$ cat src/ddo_pkg.sv
// shared types, constants and the sequencer program for the odometry block
package ddo_pkg;

   // field widths
   localparam int SPEED_W     = 11;
   localparam int FWD_GAIN_W  = 24;
   localparam int TURN_GAIN_W = 26;
   localparam int RATE_W      = 16;
   localparam int VEL_W       = 32;
   localparam int CSR_INDEX_W = 2;
   localparam int CSR_DATA_W  = 26;

   // datapath widths
   localparam int DU_W     = 20;
   localparam int DIFF_W   = 22;
   localparam int MUL_A_W  = 22;
   localparam int MUL_B_W  = 32;
   localparam int PROD_W   = MUL_A_W + MUL_B_W;
   localparam int CORDIC_W = 32;

   // fixed-point shifts
   localparam int FWD_SHIFT  = 17;
   localparam int TURN_SHIFT = 16;
   localparam int ROT_SHIFT  = 30;
   localparam int VEL_SHIFT  = 8;

   localparam logic signed [SPEED_W-1:0] MAX_WHEEL = 11'sd800;

   // register indexes and reset values
   localparam logic [CSR_INDEX_W-1:0] REG_FORWARD_GAIN = 2'd0;
   localparam logic [CSR_INDEX_W-1:0] REG_TURN_GAIN    = 2'd1;
   localparam logic [CSR_INDEX_W-1:0] REG_STEP_RATE    = 2'd2;

   localparam logic [FWD_GAIN_W-1:0]  FWD_GAIN_RESET  = 24'd9059230;
   localparam logic [TURN_GAIN_W-1:0] TURN_GAIN_RESET = 26'd13863813;
   localparam logic [RATE_W-1:0]      STEP_RATE_RESET = 16'd4000;

   // sequencer
   localparam int PC_W = 4;

   localparam logic [PC_W-1:0] STEP_WAIT   = 4'd0;
   localparam logic [PC_W-1:0] STEP_FWD    = 4'd1;
   localparam logic [PC_W-1:0] STEP_TURN   = 4'd2;
   localparam logic [PC_W-1:0] STEP_HEAD   = 4'd3;
   localparam logic [PC_W-1:0] STEP_ROTATE = 4'd4;
   localparam logic [PC_W-1:0] STEP_SIN    = 4'd5;
   localparam logic [PC_W-1:0] STEP_COS    = 4'd6;
   localparam logic [PC_W-1:0] STEP_POSZ   = 4'd7;
   localparam logic [PC_W-1:0] STEP_VX     = 4'd8;
   localparam logic [PC_W-1:0] STEP_VZ     = 4'd9;
   localparam logic [PC_W-1:0] STEP_DONE   = 4'd10;

   typedef enum logic [1:0] {
      COND_NONE,
      COND_NO_ITEM,
      COND_CORDIC,
      COND_STALL
   } cond_type;

   typedef enum logic [2:0] {
      MUL_NONE,
      MUL_FWD,
      MUL_TURN,
      MUL_SIN,
      MUL_COS,
      MUL_VX,
      MUL_VZ
   } mul_sel_type;

   typedef struct packed {
      cond_type          cond;
      logic [PC_W-1:0]   target;
      mul_sel_type       mul_sel;
      logic              capture;
      logic              cordic_iter;
      logic              load_du;
      logic              upd_heading;
      logic              upd_x;
      logic              upd_z;
      logic              load_vx;
      logic              load_vz;
      logic              load_out;
   } ctl_word_type;

   typedef struct packed {
      logic init;
      logic iter;
   } cordic_ctl_type;

   // control store: when cond holds jump to target, otherwise fall through
   function automatic ctl_word_type micro_rom(input logic [PC_W-1:0] pc);
      ctl_word_type w;
      w = '0;
      case (pc)
         STEP_WAIT: begin
            w.cond    = COND_NO_ITEM;
            w.target  = STEP_WAIT;
            w.capture = 1'b1;
         end
         STEP_FWD: begin
            w.mul_sel     = MUL_FWD;
            w.cordic_iter = 1'b1;
         end
         STEP_TURN: begin
            w.mul_sel     = MUL_TURN;
            w.load_du     = 1'b1;
            w.cordic_iter = 1'b1;
         end
         STEP_HEAD: begin
            w.upd_heading = 1'b1;
            w.cordic_iter = 1'b1;
         end
         STEP_ROTATE: begin
            w.cond        = COND_CORDIC;
            w.target      = STEP_ROTATE;
            w.cordic_iter = 1'b1;
         end
         STEP_SIN: begin
            w.mul_sel = MUL_SIN;
         end
         STEP_COS: begin
            w.mul_sel = MUL_COS;
            w.upd_x   = 1'b1;
         end
         STEP_POSZ: begin
            w.mul_sel = MUL_VX;
            w.upd_z   = 1'b1;
         end
         STEP_VX: begin
            w.mul_sel = MUL_VZ;
            w.load_vx = 1'b1;
         end
         STEP_VZ: begin
            w.load_vz = 1'b1;
         end
         STEP_DONE: begin
            w.cond     = COND_STALL;
            w.target   = STEP_DONE;
            w.load_out = 1'b1;
         end
         default: begin
            w.cond   = COND_NONE;
            w.target = STEP_WAIT;
         end
      endcase
      return w;
   endfunction

endpackage

$ cat src/ddo_cordic.sv
// iterative cordic rotator giving cosine and sine of a binary angle
module ddo_cordic #(
   parameter int ANGLE_BITS = 24
) (
   input  logic                                   clock,
   input  ddo_pkg::cordic_ctl_type                ctl,
   input  logic [ANGLE_BITS-1:0]                  angle,
   output logic signed [ddo_pkg::CORDIC_W-1:0]    cos_out,
   output logic signed [ddo_pkg::CORDIC_W-1:0]    sin_out,
   output logic                                   last
);
   import ddo_pkg::*;

   localparam int CORDIC_STEPS = 24;
   localparam int ITER_W       = $clog2(CORDIC_STEPS);
   localparam logic signed [CORDIC_W-1:0] GAIN_INV = 32'sd652032874;
   localparam logic [ITER_W-1:0] LAST_ITER = ITER_W'(CORDIC_STEPS - 1);

   function automatic logic signed [CORDIC_W-1:0] atan_angle(input logic [ITER_W-1:0] i);
      logic signed [CORDIC_W-1:0] a;
      case (i)
         5'd0:    a = 32'sd536870912;
         5'd1:    a = 32'sd316933406;
         5'd2:    a = 32'sd167458907;
         5'd3:    a = 32'sd85004756;
         5'd4:    a = 32'sd42667331;
         5'd5:    a = 32'sd21354465;
         5'd6:    a = 32'sd10679838;
         5'd7:    a = 32'sd5340245;
         5'd8:    a = 32'sd2670163;
         5'd9:    a = 32'sd1335087;
         5'd10:   a = 32'sd667544;
         5'd11:   a = 32'sd333772;
         5'd12:   a = 32'sd166886;
         5'd13:   a = 32'sd83443;
         5'd14:   a = 32'sd41721;
         5'd15:   a = 32'sd20861;
         5'd16:   a = 32'sd10430;
         5'd17:   a = 32'sd5215;
         5'd18:   a = 32'sd2608;
         5'd19:   a = 32'sd1304;
         5'd20:   a = 32'sd652;
         5'd21:   a = 32'sd326;
         5'd22:   a = 32'sd163;
         5'd23:   a = 32'sd81;
         default: a = '0;
      endcase
      return a;
   endfunction

   logic signed [CORDIC_W-1:0] x_ff, x_in, y_ff, y_in, z_ff, z_in;
   logic [ITER_W-1:0]          iter_ff, iter_in;
   logic                       flip_ff, flip_in;

   logic [CORDIC_W-1:0]        angle_full;
   logic                       flip_now;
   logic signed [CORDIC_W-1:0] xs, ys, rot;

   always_comb begin
      angle_full = CORDIC_W'(angle) << (CORDIC_W - ANGLE_BITS);
      // second and third quadrant: turn by half a circle and negate at the end
      flip_now   = angle_full[CORDIC_W-1] ^ angle_full[CORDIC_W-2];
      xs         = x_ff >>> iter_ff;
      ys         = y_ff >>> iter_ff;
      rot        = atan_angle(iter_ff);

      x_in    = x_ff;
      y_in    = y_ff;
      z_in    = z_ff;
      iter_in = iter_ff;
      flip_in = flip_ff;

      if (ctl.init) begin
         x_in    = GAIN_INV;
         y_in    = '0;
         z_in    = angle_full ^ {flip_now, {(CORDIC_W-1){1'b0}}};
         iter_in = '0;
         flip_in = flip_now;
      end else if (ctl.iter) begin
         if (!z_ff[CORDIC_W-1]) begin
            x_in = x_ff - ys;
            y_in = y_ff + xs;
            z_in = z_ff - rot;
         end else begin
            x_in = x_ff + ys;
            y_in = y_ff - xs;
            z_in = z_ff + rot;
         end
         iter_in = iter_ff + 1'b1;
      end
   end

   always_ff @(posedge clock) begin
      x_ff    <= x_in;
      y_ff    <= y_in;
      z_ff    <= z_in;
      iter_ff <= iter_in;
      flip_ff <= flip_in;
   end

   assign cos_out = flip_ff ? -x_ff : x_ff;
   assign sin_out = flip_ff ? -y_ff : y_ff;
   assign last    = (iter_ff == LAST_ITER);

endmodule

$ cat src/differential_drive_odometry.sv
// differential-drive odometry: microcoded sequencer around one multiplier and a cordic
//
// Usage: each req item carries one control step's left and right wheel speed
// commands; speeds beyond +-800 are clamped. The block advances x, z and the
// heading and returns one rsp item with the new position, heading and the
// velocity of this step. Gains and step rate sit behind the csr write port,
// which is always ready; write only while no item is in flight.
// The sequencer takes the next item only after the result of the last one
// is loaded into the output register. Each item runs 24 cordic iterations,
// three of which overlap the gain multiplies and the heading update,
// followed by six steps that share the single multiplier and the
// saturating adder.
// A finished result sits in the output register until taken. A new item may
// be accepted while it waits; the sequencer holds in its last step if the
// previous result has still not been taken.
// Reset (synchronous) clears position and heading, loads the register reset
// values and empties the output register.
module differential_drive_odometry #(
   parameter int ANGLE_BITS    = 24,
   parameter int POSITION_BITS = 40
) (
   input  logic                                   clock,
   input  logic                                   reset,

   input  logic                                   req_valid,
   output logic                                   req_ready,
   input  logic signed [ddo_pkg::SPEED_W-1:0]     req_left_speed,
   input  logic signed [ddo_pkg::SPEED_W-1:0]     req_right_speed,

   output logic                                   rsp_valid,
   input  logic                                   rsp_ready,
   output logic signed [POSITION_BITS-1:0]        rsp_pos_x,
   output logic signed [POSITION_BITS-1:0]        rsp_pos_z,
   output logic [ANGLE_BITS-1:0]                  rsp_heading,
   output logic signed [ddo_pkg::VEL_W-1:0]       rsp_vel_x,
   output logic signed [ddo_pkg::VEL_W-1:0]       rsp_vel_z,

   input  logic                                   csr_valid,
   output logic                                   csr_ready,
   input  logic [ddo_pkg::CSR_INDEX_W-1:0]        csr_index,
   input  logic [ddo_pkg::CSR_DATA_W-1:0]         csr_data
);
   import ddo_pkg::*;

   localparam int SUM_W = POSITION_BITS + 1;
   localparam logic [POSITION_BITS-1:0] POS_MIN = {1'b1, {(POSITION_BITS-1){1'b0}}};
   localparam logic [POSITION_BITS-1:0] POS_MAX = ~POS_MIN;
   localparam logic [VEL_W-1:0]         VEL_MIN = {1'b1, {(VEL_W-1){1'b0}}};
   localparam logic [VEL_W-1:0]         VEL_MAX = ~VEL_MIN;

   function automatic logic signed [SPEED_W-1:0] clamp_wheel(
      input logic signed [SPEED_W-1:0] v);
      logic signed [SPEED_W-1:0] r;
      if (v > MAX_WHEEL)
         r = MAX_WHEEL;
      else if (v < -MAX_WHEEL)
         r = -MAX_WHEEL;
      else
         r = v;
      return r;
   endfunction

   // add half an lsb, then floor
   function automatic logic signed [PROD_W-1:0] round_shift(
      input logic signed [PROD_W-1:0] v, input int unsigned s);
      logic signed [PROD_W-1:0] half;
      half = PROD_W'(1) << (s - 1);
      return (v + half) >>> s;
   endfunction

   // control registers
   logic [PC_W-1:0]        pc_ff, pc_in;
   logic                   rsp_valid_ff, rsp_valid_in;
   logic [FWD_GAIN_W-1:0]  fwd_gain_ff, fwd_gain_in;
   logic [TURN_GAIN_W-1:0] turn_gain_ff, turn_gain_in;
   logic [RATE_W-1:0]      step_rate_ff, step_rate_in;
   logic signed [POSITION_BITS-1:0] x_ff, x_in, z_ff, z_in;
   logic [ANGLE_BITS-1:0]  heading_ff, heading_in;

   // datapath registers
   logic signed [SPEED_W-1:0]       left_ff, left_in, right_ff, right_in;
   logic signed [PROD_W-1:0]        prod_ff, prod_in;
   logic signed [DU_W-1:0]          du_ff, du_in;
   logic signed [DIFF_W-1:0]        dx_ff, dx_in, dz_ff, dz_in;
   logic signed [VEL_W-1:0]         vx_ff, vx_in, vz_ff, vz_in;
   logic signed [POSITION_BITS-1:0] out_x_ff, out_x_in, out_z_ff, out_z_in;
   logic [ANGLE_BITS-1:0]           out_head_ff, out_head_in;
   logic signed [VEL_W-1:0]         out_vx_ff, out_vx_in, out_vz_ff, out_vz_in;

   ctl_word_type   ctl;
   cordic_ctl_type cordic_ctl;
   logic           cond_hit, advance, cordic_last;
   logic signed [CORDIC_W-1:0] cos_val, sin_val;

   logic signed [SPEED_W:0]         wheel_sum, wheel_diff;
   logic signed [DU_W-1:0]          neg_du;
   logic signed [MUL_A_W-1:0]       mul_a;
   logic signed [MUL_B_W-1:0]       mul_b;
   logic signed [PROD_W-1:0]        du_full, dth_full, rot_step, vel_full;
   logic signed [POSITION_BITS-1:0] pos_old, pos_new;
   logic signed [SUM_W-1:0]         pos_sum, pos_delta;
   logic signed [DIFF_W-1:0]        pos_change;
   logic [PROD_W-VEL_W:0]           vel_hi;
   logic signed [VEL_W-1:0]         vel_sat;

   // sequencer
   assign ctl = micro_rom(pc_ff);

   always_comb begin
      case (ctl.cond)
         COND_NONE:    cond_hit = 1'b0;
         COND_NO_ITEM: cond_hit = !req_valid;
         COND_CORDIC:  cond_hit = !cordic_last;
         COND_STALL:   cond_hit = rsp_valid_ff && !rsp_ready;
         default:      cond_hit = 1'b0;
      endcase
   end

   assign advance = !cond_hit;

   always_comb begin
      if (cond_hit)
         pc_in = ctl.target;
      else if (pc_ff == STEP_DONE)
         pc_in = STEP_WAIT;
      else
         pc_in = pc_ff + 1'b1;
   end

   assign req_ready = ctl.capture;
   assign csr_ready = 1'b1;

   assign cordic_ctl.init = ctl.capture && advance;
   assign cordic_ctl.iter = ctl.cordic_iter;

   ddo_cordic #(
      .ANGLE_BITS (ANGLE_BITS)
   ) u_cordic (
      .clock   (clock),
      .ctl     (cordic_ctl),
      .angle   (heading_ff),
      .cos_out (cos_val),
      .sin_out (sin_val),
      .last    (cordic_last)
   );

   // shared multiplier
   always_comb begin
      wheel_sum  = {left_ff[SPEED_W-1], left_ff} + {right_ff[SPEED_W-1], right_ff};
      wheel_diff = {right_ff[SPEED_W-1], right_ff} - {left_ff[SPEED_W-1], left_ff};
      neg_du     = -du_ff;
      case (ctl.mul_sel)
         MUL_FWD: begin
            mul_a = MUL_A_W'(wheel_sum);
            mul_b = {{(MUL_B_W-FWD_GAIN_W){1'b0}}, fwd_gain_ff};
         end
         MUL_TURN: begin
            mul_a = MUL_A_W'(wheel_diff);
            mul_b = {{(MUL_B_W-TURN_GAIN_W){1'b0}}, turn_gain_ff};
         end
         MUL_SIN: begin
            mul_a = MUL_A_W'(neg_du);
            mul_b = sin_val;
         end
         MUL_COS: begin
            mul_a = MUL_A_W'(neg_du);
            mul_b = cos_val;
         end
         MUL_VX: begin
            mul_a = dx_ff;
            mul_b = {{(MUL_B_W-RATE_W){1'b0}}, step_rate_ff};
         end
         MUL_VZ: begin
            mul_a = dz_ff;
            mul_b = {{(MUL_B_W-RATE_W){1'b0}}, step_rate_ff};
         end
         default: begin
            mul_a = '0;
            mul_b = '0;
         end
      endcase
      prod_in = mul_a * mul_b;
   end

   // rounding, saturating position adder and velocity clamp
   always_comb begin
      du_full  = round_shift(prod_ff, FWD_SHIFT);
      dth_full = round_shift(prod_ff, TURN_SHIFT);
      rot_step = round_shift(prod_ff, ROT_SHIFT);
      vel_full = round_shift(prod_ff, VEL_SHIFT);

      pos_old = ctl.upd_z ? z_ff : x_ff;
      pos_sum = SUM_W'(pos_old) + SUM_W'(rot_step);
      if (pos_sum[SUM_W-1] != pos_sum[SUM_W-2])
         pos_new = pos_sum[SUM_W-1] ? POS_MIN : POS_MAX;
      else
         pos_new = pos_sum[POSITION_BITS-1:0];
      pos_delta  = SUM_W'(pos_new) - SUM_W'(pos_old);
      pos_change = DIFF_W'(pos_delta);

      vel_hi = vel_full[PROD_W-1:VEL_W-1];
      if ((&vel_hi) || !(|vel_hi))
         vel_sat = vel_full[VEL_W-1:0];
      else
         vel_sat = vel_full[PROD_W-1] ? VEL_MIN : VEL_MAX;
   end

   // next state of control and odometry state
   always_comb begin
      fwd_gain_in  = fwd_gain_ff;
      turn_gain_in = turn_gain_ff;
      step_rate_in = step_rate_ff;
      if (csr_valid && csr_ready) begin
         case (csr_index)
            REG_FORWARD_GAIN: fwd_gain_in  = csr_data[FWD_GAIN_W-1:0];
            REG_TURN_GAIN:    turn_gain_in = csr_data[TURN_GAIN_W-1:0];
            REG_STEP_RATE:    step_rate_in = csr_data[RATE_W-1:0];
            default:          fwd_gain_in  = fwd_gain_ff;
         endcase
      end

      x_in       = ctl.upd_x ? pos_new : x_ff;
      z_in       = ctl.upd_z ? pos_new : z_ff;
      heading_in = ctl.upd_heading ? heading_ff + dth_full[ANGLE_BITS-1:0] : heading_ff;

      rsp_valid_in = rsp_valid_ff;
      if (rsp_valid_ff && rsp_ready)
         rsp_valid_in = 1'b0;
      if (ctl.load_out && advance)
         rsp_valid_in = 1'b1;
   end

   // next state of the datapath
   always_comb begin
      left_in     = (ctl.capture && advance) ? clamp_wheel(req_left_speed) : left_ff;
      right_in    = (ctl.capture && advance) ? clamp_wheel(req_right_speed) : right_ff;
      du_in       = ctl.load_du ? DU_W'(du_full) : du_ff;
      dx_in       = ctl.upd_x ? pos_change : dx_ff;
      dz_in       = ctl.upd_z ? pos_change : dz_ff;
      vx_in       = ctl.load_vx ? vel_sat : vx_ff;
      vz_in       = ctl.load_vz ? vel_sat : vz_ff;

      out_x_in    = out_x_ff;
      out_z_in    = out_z_ff;
      out_head_in = out_head_ff;
      out_vx_in   = out_vx_ff;
      out_vz_in   = out_vz_ff;
      if (ctl.load_out && advance) begin
         out_x_in    = x_ff;
         out_z_in    = z_ff;
         out_head_in = heading_ff;
         out_vx_in   = vx_ff;
         out_vz_in   = vz_ff;
      end
   end

   always_ff @(posedge clock) begin
      if (reset) begin
         pc_ff        <= STEP_WAIT;
         rsp_valid_ff <= 1'b0;
         fwd_gain_ff  <= FWD_GAIN_RESET;
         turn_gain_ff <= TURN_GAIN_RESET;
         step_rate_ff <= STEP_RATE_RESET;
         x_ff         <= '0;
         z_ff         <= '0;
         heading_ff   <= '0;
      end else begin
         pc_ff        <= pc_in;
         rsp_valid_ff <= rsp_valid_in;
         fwd_gain_ff  <= fwd_gain_in;
         turn_gain_ff <= turn_gain_in;
         step_rate_ff <= step_rate_in;
         x_ff         <= x_in;
         z_ff         <= z_in;
         heading_ff   <= heading_in;
      end
   end

   always_ff @(posedge clock) begin
      left_ff     <= left_in;
      right_ff    <= right_in;
      prod_ff     <= prod_in;
      du_ff       <= du_in;
      dx_ff       <= dx_in;
      dz_ff       <= dz_in;
      vx_ff       <= vx_in;
      vz_ff       <= vz_in;
      out_x_ff    <= out_x_in;
      out_z_ff    <= out_z_in;
      out_head_ff <= out_head_in;
      out_vx_ff   <= out_vx_in;
      out_vz_ff   <= out_vz_in;
   end

   assign rsp_valid   = rsp_valid_ff;
   assign rsp_pos_x   = out_x_ff;
   assign rsp_pos_z   = out_z_ff;
   assign rsp_heading = out_head_ff;
   assign rsp_vel_x   = out_vx_ff;
   assign rsp_vel_z   = out_vz_ff;

endmodule

$ cat config.mk
export PLATFORM = sky130hd
export DESIGN_NAME = differential_drive_odometry
export DESIGN_NICKNAME = d
export VERILOG_FILES = /design/src/ddo_pkg.sv /design/src/ddo_cordic.sv /design/src/differential_drive_odometry.sv
export SDC_FILE = /design/constraint.sdc
export NUM_CORES = 2
export LEC_CHECK = 0
export BUFFER_PORTS_ARGS = -buffer_cell sky130_fd_sc_hd__buf_2
export CAP_MARGIN = 20
export CORE_UTILIZATION = 59
export DETAILED_ROUTE_END_ITERATION = 10
export GPL_TIMING_DRIVEN = 0
export PLACE_DENSITY = 0.79
export SLEW_MARGIN = 25
export SYNTH_ARGS = -nofsm -noshare
export SYNTH_HDL_FRONTEND = slang
export SYNTH_SLANG_ARGS = --single-unit
$ cat constraint.sdc
create_clock -name clock -period 11 [get_ports clock]
set_input_delay 2.2 -clock clock [delete_from_list [all_inputs] [get_ports clock]]
set_output_delay 2.2 -clock clock [all_outputs]
set_load 0.01 [all_outputs]
Word level (Yosys, flattened, before mapping)
Memory sizes are Yosys's and may differ from the RTL's. A register that Yosys moved wholly into a read port is not among the register bits.
Cells that the tools add are included.
{"block": "totals", "out_inout_bits": 171, "wordCells": 140, "regBits": 649, "n_memories": 1, "rom_bits": 960, "inputBits": 55}
{"block": "op_classes", "bitwise": 2, "shifts": 2, "add_sub_neg": 20, "n_reduce_logical": 25, "n_mul": 1, "n_mux": 34, "n_eq_ne": 23, "order_cmp": 4}
{"name": "(no name shown)", "depth": 32, "word_bits": 30, "rd": 1, "rd_ports_with_merged_regs": 1, "wr": 0, "line_no": "ddo_cordic.sv:21", "text": "case (i)"}
{"op": "2-to-1 mux 32 bit", "n": 9}
{"op": "one-hot mux 32 bit (5 select lines)", "n": 1}
{"op": "2-to-1 mux 40 bit", "n": 3}
{"op": "one-hot mux 22 bit (5 select lines)", "n": 1}
{"op": "adder 32 bit", "n": 3}
{"op": "subtractor 32 bit", "n": 3}
{"op": "negator 32 bit", "n": 2}
{"op": ">>> shifter 32 x 5 -> 32 bit", "n": 2}
{"op": "adder 54 x 31 -> 54 bit (second input constant)", "n": 1}
{"op": "adder 54 x 9 -> 54 bit (second input constant)", "n": 1}
{"op": "multiplier 22 x 32 -> 54 bit", "n": 1}
{"op": "adder 40 x 24 -> 41 bit", "n": 1}
{"op": "adder 40 x 17 -> 40 bit (second input constant)", "n": 1}
{"op": "adder 37 x 18 -> 37 bit (second input constant)", "n": 1}
{"op": "bitwise XOR 32 bit", "n": 1}
{"op": "adder 24 bit", "n": 1}
{"op": "> comparator 11 bit (second input constant)", "n": 2}
{"op": "< comparator 11 bit (second input constant)", "n": 2}
{"op": "2-to-1 mux 11 bit", "n": 2}
{"op": "subtractor 22 bit", "n": 1}
{"op": "negator 20 bit", "n": 1}
{"op": "one-hot mux 3 bit (6 select lines)", "n": 1}
{"op": "one-hot mux 6 bit (3 select lines)", "n": 1}
{"op": "equality test 4 x 3 -> 1 bit (second input constant)", "n": 4}
{"op": "other kinds (30)", "n": 65}

Depth between registers and ports, before layout
{"block": "logic_depth", "depth_word": 7, "mapped_depth": 44, "depth_no_buf": 42}

Cells and area by module
From an unflattened synthesis, not the netlist that was laid out.
{"block": "unflattened", "cells_unflattened": 7507, "hier_area_um2": 68115.3}
{"module": "differential_drive_odometry", "cells_each": 5360, "area_per_inst_um2": 50877.5, "n_inst": 1, "seq_area_each_um2": 13993.4}
{"module": "ddo_cordic", "cells_each": 2147, "area_per_inst_um2": 17237.8, "n_inst": 1, "seq_area_each_um2": 2972.9}

Worst setup path before layout
No wires, ideal clock.
{"block": "synth_path", "kind": "input port to flip-flop", "startpoint": "in rsp_ready", "endpoint": "reg out_head_ff[0], in the netlist rsp_heading[0] (enable)", "n_path_buf": 0, "path_slack_ps": 527, "setup_ps": 719, "arrival_time_ps": 9754, "path_stages": 2, "cell_sequence": "nand2b_1 > nor2b_1"}
{"block": "synth_via", "elab_chain_len": 5}
{"element": "from (decl)", "line_no": "differential_drive_odometry.sv:31", "text": "input logic rsp_ready,"}
{"element": "logical NOT 1 bit", "line_no": "differential_drive_odometry.sv:114", "text": "COND_STALL: cond_hit = rsp_valid_ff && !rsp_ready;"}
{"element": "logical AND 1 bit", "line_no": "differential_drive_odometry.sv:114"}
{"element": "one-hot mux 1 bit (4 select lines)", "line_no": "differential_drive_odometry.sv:110", "text": "case (ctl.cond)"}
{"element": "logical NOT 1 bit", "line_no": "differential_drive_odometry.sv:119", "text": "assign advance = !cond_hit;"}
{"element": "logical AND 1 bit", "line_no": "differential_drive_odometry.sv:248", "text": "if (ctl.load_out && advance) begin"}
{"element": "to (signal assigned)", "line_no": "differential_drive_odometry.sv:290", "text": "out_head_ff <= out_head_in;"}
{"element": "to (decl)", "line_no": "differential_drive_odometry.sv:87", "text": "logic [ANGLE_BITS-1:0] out_head_ff, out_head_in;"}
Every way passes these cells.
A chain may end at the register's enable or synchronous reset.

Worst setup path after layout
{"block": "layout_path", "startpoint": "reg pc_ff[0]", "endpoint": "reg prod_ff[34]"}
{"block": "layout_via", "elab_chain_len": 6, "word_cells_on_any_way": 18, "classes_between": "mul: 1; eq/ne: 12; mux: 3; reduce/logical: 2"}
{"element": "from (decl)", "line_no": "differential_drive_odometry.sv:72", "text": "logic [PC_W-1:0] pc_ff, pc_in;"}
{"element": "from (signal assigned)", "line_no": "differential_drive_odometry.sv:268", "text": "pc_ff <= pc_in;"}
{"element": "equality test 4 bit (tied with other cells)", "line_no": "ddo_pkg.sv:94", "text": "case (pc)"}
{"element": "one-hot mux 3 bit (6 select lines) *", "line_no": "ddo_pkg.sv:94"}
{"element": "equality test 3 bit / equality test 3 x 2 -> 1 bit (equally long branches)", "line_no": "differential_drive_odometry.sv:152", "text": "case (ctl.mul_sel)"}
{"element": "OR reduction 2 bit (no line)"}
{"element": "one-hot mux 22 bit (5 select lines) / one-hot mux 32 bit (5 select lines) (equally long branches)", "line_no": "differential_drive_odometry.sv:152"}
{"element": "multiplier 22 x 32 -> 54 bit *", "line_no": "differential_drive_odometry.sv:182", "text": "prod_in = mul_a * mul_b;"}
{"element": "via prod_in[34]", "line_no": "differential_drive_odometry.sv:82", "text": "logic signed [PROD_W-1:0] prod_ff, prod_in;"}
{"element": "to (signal assigned)", "line_no": "differential_drive_odometry.sv:282", "text": "prod_ff <= prod_in;"}
{"element": "to (decl)", "line_no": "differential_drive_odometry.sv:82"}
Mark *: on every way through the listed nets, which the timed path passes. The rest lies on a longest branch.

==> impl_results.md <==
* Post-synth top cells: nand2_1, inv_1, fa_1, nor2_1, a21oi_1
* Worst hold slack at between 0.4 and 0.5 ns
* Gp weighted congestion at about 1.1
* Avg Cell Area, Syn at 9.056 um2
* Total grt overflow at 0
* Hold WC Path Type: flop to flop
* Most frequent CP cell: fa_1
* Total Routed Length at roughly 260 mm
* Status: finished, final reports clean
* PD cells at ~330 nW/um2
* Maxcap violations at 0
* Core area at between 100000 and 150000 um2
* Combinational share of power at between 70% and 80%
* VDD IR max at approximately 0.00044 V
* Clock Skew at approximately 0.039 ns
* EDFF count, synth at about 350
* Seq/Total Area, Yosys at roughly a quarter
* DR iter-0 viols at a little under 7k
* Die Area at about 120000 um2
* Async set or reset register ratio after synthesis at 0%
* CTS Root Cell: clkbuf_16
* CTS sink cnt at 672
* Area growth from synthesis to layout at 9.899%
* Synth Flop Type: edfxtp_1
* Die Span X at roughly 340 um
* Worst slew margin at between 10% and 20%
* Starting Density at approximately three fifths
* Router iterations before antenna repair at 9
* Final Cycle Share at slightly below 100%
* TritonCTS clock tree: built
* # H-tree levels at 3
* Final min period at 10.87 ns
* Clk pwr share at 10.6%
* Clk_lat worst skew at slightly below 0.7 ns
* Worst Path Buf+Inv at 9
* Vias at around 60k
* Setup slack at placement at -1.650 ns
* Crit path max-delay family: adder cells
* Initial antenna violation count at 23
* Vias/cell at around 6.4
* Seq cells post-synth at roughly 670
* NumNets Final at around 9.0k
* WP data arrival at between 10 and 15 ns
* Setup TNS at 0 ns
* Die H at roughly 340 um
* Std cell rows at 124
* Synth top area share at 20.89%
* Mapped Area at about 68000 um2
* Top-count cell post-synth: nand2_1
* Max clock buf depth at 3
* DRC viols at 0
* Gr usage total at ~45%
* Vias in the first global route at 58.94k
* PnR Total Power at roughly 25 mW
* Hold_buf cts at 0
* Worst endpoint required time at 11.50 ns
* Cell taking the most area after synthesis: fa_1
* Syn_nets at approximately 8.6k
* Core Util, Final at approximately two thirds
* Pint at around 11 mW
* Leakage at 33.18 nW
* Max Fclk at approximately 92 MHz
* Ys Warns at 0
* Final ANT Viol Nets at 0
* CP Max Fanout at 10
* Setup violators final at 0
* Final number of hold-violating endpoints at 0
* Hpwl dp at roughly 210 mm
* Inserted Clock Buffers at between 70 and 80
* Clock transition at the registers of the reported paths at roughly 0.06 ns
* Slew @ Worst Pin at roughly 1.2 ns
* Io pins at roughly 230
* Port Buffer Count at around 220
* Worst setup SP type: flop
* Synth unique cells at 107
* Fin. max-slew vios at 0
* Share of cells above drive strength 1 at 9.819%
* CP max stage cell: clkbuf_1
* First-pass GRT wire length at about 380 mm
* Unrepaired setup endpoints after global routing: true
* Seq pwr share at 14.6%
* Drt wl/cell at 27.87 um
* Switching share of power at about 54%
* Largest net degree at the start of global routing at 34
* Top post-synthesis cells by area: fa_1, edfxtp_1, dfxtp_1, ha_1, nand2_1
* Post-Syn Instances at about 7.5k
* CP Capture Type: flop
* Kind of critical path: flop to flop
* Worst setup margin at 0.1320 ns
* Sw power at around 13 mW
* Max incr delay on CP at 0.83 ns
==> final timing paths <==
check | to | slack, ns | cells past startpoint | startpoint
hold reg to reg | rsp_vel_z[12] | 0.41 | 0 | vz_ff[12]
setup / recovery | prod_ff[34] | 0.13 | 28 | pc_ff[0]
setup reg to reg | prod_ff[34] | 0.13 | 28 | pc_ff[0]
hold / removal | rsp_vel_z[12] | 0.41 | 0 | vz_ff[12]
==> kinds of logic after synthesis <==
kind of cell / count (synthesis) / synth area share (%)
adders and majority gates: 1080 / 27.72
buffers and inverters: 1357 / 7.729
DFF: 672 / 24.97
muxes: 208 / 4.882
AOI/OAI and AO/OA: 1384 / 13.27
other: 1 / 0.005520
xor gates and xnor gates: 474 / 6.131
and+or+nand+nor: 2326 / 15.30
==> layout by cell type, fill, tap and decap left out, types with 32 or more instances in the layout <==
cell       count
dfxtp_1      321
nand3_1       90
edfxtp_1     351
o21bai_1      43
buf_4         35
ha_1         369
a31oi_1       48
mux4_2        96
nand2_1     1121
clkbuf_16     76
xor2_1       225
nand2b_1      74
o21ai_0      210
nand3b_1      51
buf_2        273
nor2b_1       54
fa_1         707
nand4_1       36
nor3_1        90
mux2i_1       87
or3_1         42
clkbuf_1     275
clkbuf_2      58
o211ai_1      32
o31ai_1       33
and3_1        58
nor2_1       526
a21o_1       116
xnor2_1      242
a211oi_1      81
a21oi_1      454
o21a_1        42
inv_1        915
and2_1        68
==> power by group through the flow <==
| stage | logic (mW) | clock network, mW | registers (mW) |
|---|---|---|---|
| global placement | 17.2 | 0 | 3.60 |
| floorplan | 11.9 | 0 | 3.46 |
| CTS | 17.7 | 2.61 | 3.56 |
| detailed placement | 17.6 | 0 | 3.60 |
| finish | 18.4 | 2.59 | 3.57 |
| global route | 19.6 | 2.70 | 3.59 |
==> layout make-up <==
cell class	count	area [um2]
sequential	672	16970
timing repair buffer	267	1703
clock buffer	98	2034
antenna	16	40.04
inverter	923	3465
fill	9426	39520
tap	1512	1892
buffer	431	1934
clock inverter	39	508.0
multi-input combinational	5473	46120
==> metal layers <==
metal / wire, um / share of wire [%] / vias up / GRT usage, %
li1: - / - / 25780 / -
met1: 93700 / 36 / 29540 / 55.15
met2: 116400 / 44 / 3856 / 68.57
met3: 30100 / 11 / 970 / 11.58
met4: 22540 / 8.6 / 18 / 32.03
met5: 134 / 0.051 / - / 0
==> sequential cells by signal, summed over array words and instances (netlist names), 40 cells and up <==
name	count
rsp_pos_z	40
x_ff	40
z_ff	40
rsp_pos_x	40
prod_ff	47
==> stage by stage <==
stage | cells | instance area (um2)
final | 9431 | 74670
after global routing | 9421 | 74640
after CTS | 9411 | 74280
after detailed placement | 9273 | 71590
after global placement | 9238 | 70950
after floorplan | 7502 | 67940
==> timing repair <==
item	CTS	global route
hold endpoints to repair	0	0
resized for setup	51	173
endpoints found under the setup margin	50	41
buffers inserted	1	7
pin swaps	1	9
No activity file was read; power rests on OpenSTA's default activity.
